`config.mk`:
```
export PLATFORM = sky130hd
export DESIGN_NAME = ooo_alu_exec
export DESIGN_NICKNAME = d
export VERILOG_FILES = /design/src/ooo_alu_pkg.sv /design/src/ooo_alu_exec.sv
export SDC_FILE = /design/constraint.sdc
export NUM_CORES = 1
export LEC_CHECK = 0
export BUFFER_PORTS_ARGS = -buffer_cell sky130_fd_sc_hd__clkbuf_2
export CAP_MARGIN = 5
export CORE_ASPECT_RATIO = 1.4
export CORE_MARGIN = 3
export CORE_UTILIZATION = 50
export DETAILED_ROUTE_END_ITERATION = 16
export PLACE_DENSITY = 0.8
export SYNTH_ARGS = -nofsm -noshare
export SYNTH_HDL_FRONTEND = slang
export SYNTH_SLANG_ARGS = --single-unit
```
`constraint.sdc`:
```
create_clock -name vclk -period 5.55
set_clock_uncertainty 0.1 [all_clocks]
set_input_delay 1.11 -clock vclk [all_inputs]
set_output_delay 1.11 -clock vclk [all_outputs]
set_load 0.03 [all_outputs]
```
`src/ooo_alu_pkg.sv`:
```
// ----------------------------------------------------------------------------
// ooo_alu_pkg
// Shared types, widths and latency table for the out-of-order ALU unit.
// ----------------------------------------------------------------------------
package ooo_alu_pkg;

    localparam int DATA_W = 64;
    localparam int HALF_W = 32;
    localparam int TAG_W  = 5;
    localparam int CD_W   = 3;
    localparam int OPC_W  = 3;
    localparam int TAG_CODES = 2 ** TAG_W;

    typedef logic [DATA_W-1:0] data_t;
    typedef logic [TAG_W-1:0]  tag_t;
    typedef logic [CD_W-1:0]   count_t;

    // beat kind carried on tuser
    typedef enum logic [1:0] {
        OP_ISSUE = 2'd0,
        OP_TICK  = 2'd1,
        OP_FLUSH = 2'd2,
        OP_RSVD  = 2'd3
    } oper_t;

    // instruction opcodes; codes 5..7 behave like NOP
    typedef enum logic [OPC_W-1:0] {
        OPC_NOP = 3'd0,
        OPC_ADD = 3'd1,
        OPC_MUL = 3'd2,
        OPC_CMP = 3'd3,
        OPC_LDC = 3'd4
    } opc_t;

    // countdown loaded on issue, chosen by opcode
    function automatic count_t issue_count(input logic [OPC_W-1:0] opc);
        count_t cnt;
        unique case (opc)
            OPC_ADD: cnt = 3'd3;
            OPC_MUL: cnt = 3'd5;
            OPC_CMP: cnt = 3'd3;
            OPC_LDC: cnt = 3'd2;
            default: cnt = 3'd1;
        endcase
        return cnt;
    endfunction

endpackage

```
`src/ooo_alu_exec.sv`:
```
// ----------------------------------------------------------------------------
// ooo_alu_exec
// Result selection for the held instruction: add, multiply, compare, load.
// ----------------------------------------------------------------------------
module ooo_alu_exec
(
    input  logic [ooo_alu_pkg::OPC_W-1:0] opcode,
    input  ooo_alu_pkg::data_t            first,
    input  ooo_alu_pkg::data_t            second,
    input  ooo_alu_pkg::data_t            product,
    input  ooo_alu_pkg::data_t            last_result,
    output ooo_alu_pkg::data_t            result
);

    logic signed [ooo_alu_pkg::DATA_W-1:0] sa;
    logic signed [ooo_alu_pkg::DATA_W-1:0] sb;
    ooo_alu_pkg::data_t                    cmp_val;

    assign sa = first;
    assign sb = second;

    // signed three-way compare
    always_comb
    begin
        priority if (sa == sb)
            cmp_val = '0;
        else if (sa > sb)
            cmp_val = ooo_alu_pkg::data_t'(1);
        else
            cmp_val = '1;
    end

    // NOP and unknown codes keep the previous result
    always_comb
    begin
        unique case (opcode)
            ooo_alu_pkg::OPC_ADD: result = first + second;
            ooo_alu_pkg::OPC_MUL: result = product;
            ooo_alu_pkg::OPC_CMP: result = cmp_val;
            ooo_alu_pkg::OPC_LDC: result = first;
            default:              result = last_result;
        endcase
    end

endmodule

```
======== Yosys cells after proc, flatten, opt, wreduce, memory -nomap -nowiden ========
Index checks and enable logic that the tools add are counted.
word-level totals
  output and inout port bits .............. 64
  bits of input ports ..................... 259
  flip-flop bits (word level) ............. 0
cells by class
  multiplexer cells ....................... 3
  magnitude comparators ................... 1
  equality and inequality tests ........... 5
  add/subtract/negate cells ............... 1
operators by type and width
  operator                                              number
  case mux 64 bit (4 select lines)                      1
  two-way mux 64 bit                                    2
  adder 64 bit                                          1
  equality test 64 bit                                  1
  greater-than comparator 64 bit                        1
  equality test 3 x 2 -> 1 bit (second input constant)  2
  equality test 3 x 1 -> 1 bit (second input constant)  1
  equality test 3 bit (second input constant)           1

======== Logic depth before layout (Yosys ltp) ========
Gate-level depths: netlist (run 1).
  depth in word-level cells ............... 4
  mapped depth ............................ 14
  depth with buffers taken out ............ 12

======== Worst setup path after synthesis (run 1) ========
Ideal clock, no wire load.
  path kind ............................... in2out
  start point ............................. input port second[15]
  end point ............................... output port result[53]
  arrival time ............................ 3.987 ns
  cell stages on the path ................. 12
  path slack .............................. 0.353 ns
  path buffers ............................ 1
  path through ............................ inv_1 -> ha_1 -> buf_6 -> or4_4 -> o311ai_2 -> a21oi_2 -> a2111oi_2 -> o21ai_2 -> or3_4 -> and3_1 -> xnor2_1 -> o211ai_1
between the ends
  word-level cells in the longest chain between the ends .. 4
  elaborated cells on any way between the ends .. 6
  classes of those cells .................. add/sub: 1; order compare: 1; eq/ne: 1; mux: 3
ends and longest elaborated chain
  element                               line                text
  from (decl)                           ooo_alu_exec.sv:9   input ooo_alu_pkg::data_t second,
  greater-than comparator 64 bit        ooo_alu_exec.sv:27  else if (sa > sb)
  two-way mux 64 bit                    ooo_alu_exec.sv:27
  two-way mux 64 bit                    ooo_alu_exec.sv:25  priority if (sa == sb)
  case mux 64 bit (4 select lines) (*)  ooo_alu_exec.sv:36  unique case (opcode)
  to (decl)                             ooo_alu_exec.sv:12  output ooo_alu_pkg::data_t result
Mark *: on every way between the ends. The rest lies on a longest branch, timed or not.

======== Worst setup path in the final report (run 1) ========
  start point ............................. input port first[39]
  end point ............................... output port result[61]
between the ends
  word-level cells in the longest chain between the ends .. 4
  elaborated cells on any way between the ends .. 6
  classes of those cells .................. add/sub: 1; order compare: 1; eq/ne: 1; mux: 3
ends and longest elaborated chain
  element                               line                text
  from (decl)                           ooo_alu_exec.sv:8   input ooo_alu_pkg::data_t first,
  greater-than comparator 64 bit        ooo_alu_exec.sv:27
  two-way mux 64 bit                    ooo_alu_exec.sv:27
  two-way mux 64 bit                    ooo_alu_exec.sv:25
  case mux 64 bit (4 select lines) (*)  ooo_alu_exec.sv:36
Marks and branches as above.

==> run metrics, run 1 <==
status completed; worst min-delay path class input pin to output port; vias in the first global route 11,500; CP peak stage delay 0.56 ns; die width 117 µm; measured slew at the worst slew-check pin 1.19 ns; Syn Area/Cell 6.52 µm²; IO Port Bufs 323; setup violators final 0; Post-Route M1 WL 13,700 µm; Routed WL 37,800 µm; slowest CP cell nor3_1; placed cell count 1,847; MaxCap Viol Count 0; Seq/Total Area, Yosys 0%; Antenna Violating Nets Remaining 0; fillers 1,580; post-route total power 1.34 mW; Mapped Area 8600 µm²; CP startpoint kind input pin; PwrDens 121 nW/µm²; crit end category output port; Critical Path AT 4.23 ns; Critical Path Fanout Max 5; Initial Utilization 51.1%; Final Instance Count excl. Fillers 1,848; sequential cell count 0; gr usage total 37.5%; family with the most delay on the worst path compound AO/OA/AOI/OAI gates; post-DP HPWL 31,100 µm; crit-path most repeated cell clkbuf_2; post-layout net count 2,034; fin util 65.7%; TritonRoute pass-1 iters 6; CP cell instances clkbuf_2 -> ha_1 -> nor3_1 -> a31oi_1 -> o31ai_1 -> a21boi_0 -> or3b_2 -> a31oi_4 -> nor4_1 -> a211o_1 -> clkbuf_2; storage element area 0 µm²; area grow syn2layout 28.5%; post-route setup slack 0.113 ns; Post-Syn Instances 1,319; metal2 WL 19,300 µm; Post-Route Setup TNS 0 ns; routed vias 11,900; die height 161 µm; routability cong. 0.995; Row Count 56; Slew Limit Fails 0; I/O pin total 323; Rel. slew slack 20.2%; clock buffer count 0; RSZ-0062 raised after global routing false; antenna violations before repair 0; final global-route overflow total 0; share of layout cells above drive strength 1 28.4%; Avg Vias per Cell 6.42; DIE AREA 18,800 µm²; Peak Freq 184 MHz; first-pass GRT wire length 57,500 µm; Max IR drop VDD 0.0710 mV; CP Class input pin to output port; DR WL met3 2790 µm; Period minus WS final 5.44 ns; syn_nets 1,706; # DRC 0; Hold Vio Cnt, Final 0; first-iteration detailed-routing DRC count 1,004; WP buf/inv 2; YS warnings 0; Worst EP required 4.34 ns; # diodes 0; post-synthesis cell type count 76; post-DR wirelength/cell 20.5 µm; pre-CTS setup slack -0.0291 ns; core area 16,800 µm²; Top Layer Used met4; Tcrit/Tclk final 98.0%; leakage power 5.52 nW; pin count of the biggest net entering global routing 87
==> path summary, 6_finish.rpt <==
kind  cells after the start         end             from  slack (ns)
min                       3  result[56]  last_result[56]        2.52
max                      11  result[61]        first[39]        0.11
==> final cells by class <==
type,instances,area (µm²),share of cell area (%)
inverter,129,484,4.38
tap,203,254,2.30
timing repair buffer,425,2440,22.1
multi-input combinational,1091,7870,71.2
==> layout by cell type, fill, tap and decap left out, types with 9 or more instances in the layout <==
master	netlist	final
nand4_1	20	20
nor4_1	21	19
o211ai_1	44	44
mux2i_1	54	54
a21oi_1	135	130
ha_1	127	126
a31oi_1	12	11
o21bai_1	25	24
o21ai_0	91	87
a211oi_1	13	12
a221oi_1	23	23
nand2_1	54	53
nand3_1	76	76
o31ai_1	21	18
nor3_1	21	20
xnor2_1	47	47
buf_4	0	99
clkbuf_2	0	320
inv_1	129	129
nor2_1	108	106
nor2b_1	20	19
a22o_1	51	51
a21o_1	9	9
==> report_power, final <==
part / switching, mW / leakage (nW) / internal, mW / total [mW]
combinational: 0.824 / 5.52 / 0.512 / 1.34
clock: 0 / 0 / 0 / 0
sequential: 0 / 0 / 0 / 0
total: 0.824 / 5.52 / 0.512 / 1.34
==> synthesized netlist by cell type, types with 23 or more instances <==
cell	number	share of area [%]
nand2_1	54	2.4
a21oi_1	135	7.9
inv_1	129	5.6
mux2i_1	54	6.3
o21ai_0	91	5.3
ha_1	127	18
a22o_1	51	5.2
clkbuf_1	83	3.6
nand3_1	76	4.4
o211ai_1	44	3.8
xnor2_1	47	4.8
a221oi_1	23	2.3
nor2_1	108	4.7
o21bai_1	25	2.2
==> metal layers <==
| layer | up-vias | global-route usage (%) |
|---|---|---|
| li1 | 5528 | - |
| met2 | 655 | 69.1 |
| met5 | - | 0 |
| met3 | 133 | 4.20 |
| met4 | 0 | 17.6 |
| met1 | 5540 | 41.8 |
==> tightest hold or removal path: stages <==
cell and delay (ns):
clkbuf_2 0.07, o22a_1 0.13, clkbuf_2 0.20
==> stage by stage <==
stage	hold slack, ns	area (µm²)
floorplan	2.33	8600
global placement	2.52	10900
finish	2.52	11000
detailed placement	2.52	10900
CTS	2.52	10900
global route	2.53	11000
==> logic make-up after synthesis <==
logic type               Yosys count  synth area share, %
AO/OA/AOI/OAI                    492                 38.4
AND/OR/NAND/NOR                  364                 21.0
buffers and inverters            228                 10.2
adder cells (fa/ha/maj)          128                 18.7
multiplexers                      54                 6.29
XOR/XNOR                          53                 5.40
==> what timing repair did <==
action | 4_1_cts | 5_1_grt
buffers inserted | 0 | 1
resized for setup | 1 | 35
hold buffers | 0 | 0
setup endpoints to repair | 1 | 17
pin swaps | 0 | 12
Note: power is estimated with default switching activity, not from simulation.
==> inputs of run 2 (changes only) <==
==> constraint.sdc (replaced) <==
create_clock -name vclk -period 5.55
set_clock_uncertainty 0.1 [all_clocks]
set_input_delay 0.555 -clock vclk [all_inputs]
set_output_delay 0.555 -clock vclk [all_outputs]
set_load 0.03 [all_outputs]
==> run 2 against run 1 <==
Worst setup slack better by 0.54 ns. Final cell count down 4.5%. Core utilization down 4.8 points. Hold slack worse by 1.1 ns. Die area unchanged. Sequential share of layout area unchanged. Critical path depth up 3. Routed wire length down 2.3%. Via count down 3.8%. Critical endpoint is now result[10].
==> run metrics, run 2 (synthesis gave the netlist of run 1 again) <==
final global-route overflow total 0 (unchanged); final instance area 10,200 µm² (-7.4%); core area 16,800 µm² (unchanged); vias in the first global route 11,200 (-2.1%); Initial Utilization 51.1% (unchanged); Most Crowded Layer GR met2; most frequent cells in the layout clkbuf_2, a21oi_1, inv_1, ha_1, nor2_1; RSZ-0062 raised after global routing false; slowest CP cell nor4_1; Period minus WS final 4.90 ns (-0.539 ns); post-layout net count 1,949 (-4.2%); Routed WL 37,000 µm (-2.3%); sequential cell count 0 (unchanged); Critical Path AT 4.24 ns (about the same); pin count of the biggest net entering global routing 89 (+2.3%); gr usage total 37.0% (-0.51 points); Final Instance Count excl. Fillers 1,765 (-4.5%); die width 117 µm (unchanged); Avg Vias per Cell 6.46 (+0.73%); Worst EP required 4.89 ns (+0.55 ns); Row Count 56 (unchanged); CP peak stage delay 0.69 ns (+0.13 ns); switching part of the total 64.2% (+2.5 points); first-iteration detailed-routing DRC count 779 (-22%); postcts setup bufs 0 (unchanged); TritonRoute pass-1 iters 5 (-1); leakage power 5.07 nW (-8.1%); M1 GR Usage 40.3% (-1.4 points); measured slew at the worst slew-check pin 1.09 ns (-0.106 ns); I/O pin total 323 (unchanged); fin util 60.9% (-4.8 points); Tcrit/Tclk final 88.2% (-9.7 points); CP cell instances clkbuf_2 -> ha_1 -> nand2_1 -> nor4_1 -> a221oi_1 -> o21ai_0 -> a221oi_1 -> o21ai_1 -> nor3_1 -> a31oi_4 -> buf_4 -> buf_4 -> o211ai_1 -> clkbuf_2; commonest non-fill, non-tap cell in the layout clkbuf_2; post-route setup slack 0.652 ns (+0.539 ns); status completed; clock network power share 0% (unchanged); Rel. slew slack 27.4% (+7.2 points); placed cell count 1,763 (-4.5%); PwrDens 121 nW/µm² (+0.31%); post-DR wirelength/cell 20.9 µm (+2.3%); CP Depth 14 (+3); M2 GR Usage 66.8% (-2.3 points); P_int 0.445 mW (-13%); # DRC 0 (unchanged); Post-DP Area 10,200 µm² (-6.2%); routability cong. 0.999 (+0.43%); crit end category output port; power share of the combinational group 100.0% (about the same); CP Class input pin to output port; routed vias 11,400 (-3.8%); CP startpoint kind input pin; family with the most delay on the worst path compound AO/OA/AOI/OAI gates; share of layout cells above drive strength 1 23.1% (-5.2 points); die height 161 µm (unchanged); clock buffer count 0 (unchanged); hold depth 3 (unchanged); CTS Hold Bufs 0 (unchanged); Critical Path Fanout Max 19 (+14); worst min-delay path class input pin to output port; setup violators final 0 (unchanged); Hold Vio Cnt, Final 0 (unchanged); MaxCap Viol Count 0 (unchanged); Max IR drop VDD 0.0736 mV (+3.7%); first-pass GRT wire length 56,700 µm (-1.5%); WP buf/inv 4 (+2); post-CTS sizing 0 (-1); Slew Limit Fails 0 (unchanged); M3 GR Usage 6.00% (+1.8 points); area grow syn2layout 19.1%; Antenna Violating Nets Remaining 0 (unchanged); post-DP HPWL 30,200 µm (-3.0%); register share of total power 0% (unchanged); DIE AREA 18,800 µm² (unchanged); NetSw 0.796 mW (-3.3%); Post-Route Setup TNS 0 ns (unchanged); IO Port Bufs 323 (unchanged); antenna violations before repair 3 (+3); Peak Freq 204 MHz (+11%); pre-CTS setup slack 0.712 ns (+0.741 ns); storage element area 0 µm² (unchanged)
==> run 2: area by class of cell <==
class	instances	area [µm²]
Antenna cell	2	5.00
Fill cell	1670	6580
Inverter	129	484
Multi-Input combinational cell	1091	7740
Tap cell	203	254
Timing Repair Buffer	340	1750
==> run 2: worst paths after layout <==
path	start	to	slack, ns
setup / recovery	first[39]	result[10]	0.65
hold / removal	last_result[56]	result[56]	1.41
==> run 2: metrics by stage <==
stage	hold WS (ns)	power (mW)
floorplan	1.22	0.804
global placement	1.42	1.21
detailed placement	1.42	1.21
finish	1.41	1.24
CTS	1.42	1.22
global route	1.43	1.34
==> run 2: worst min-delay path: cells and delay by family <==
kind                   cells  cell delay, ns
buffers and inverters      2            0.27
AO/OA/AOI/OAI              1            0.13
==> run 2: routing by layer <==
layer	vias to the layer above	wire length [µm]	share of wire, %
met2	617	18300	50
li1	5363	-	-
met3	162	2740	7.4
met5	-	12	0.032
met4	2	2310	6.3
met1	5262	13600	37
==> run 2: power groups by stage <==
stage / Combinational (mW) / Sequential [mW] / Clock [mW]
after floorplan: 0.804 / 0 / 0
after global placement: 1.21 / 0 / 0
after detailed placement: 1.21 / 0 / 0
after CTS: 1.22 / 0 / 0
after global routing: 1.34 / 0 / 0.0000000482
final: 1.24 / 0 / 0.0000000483
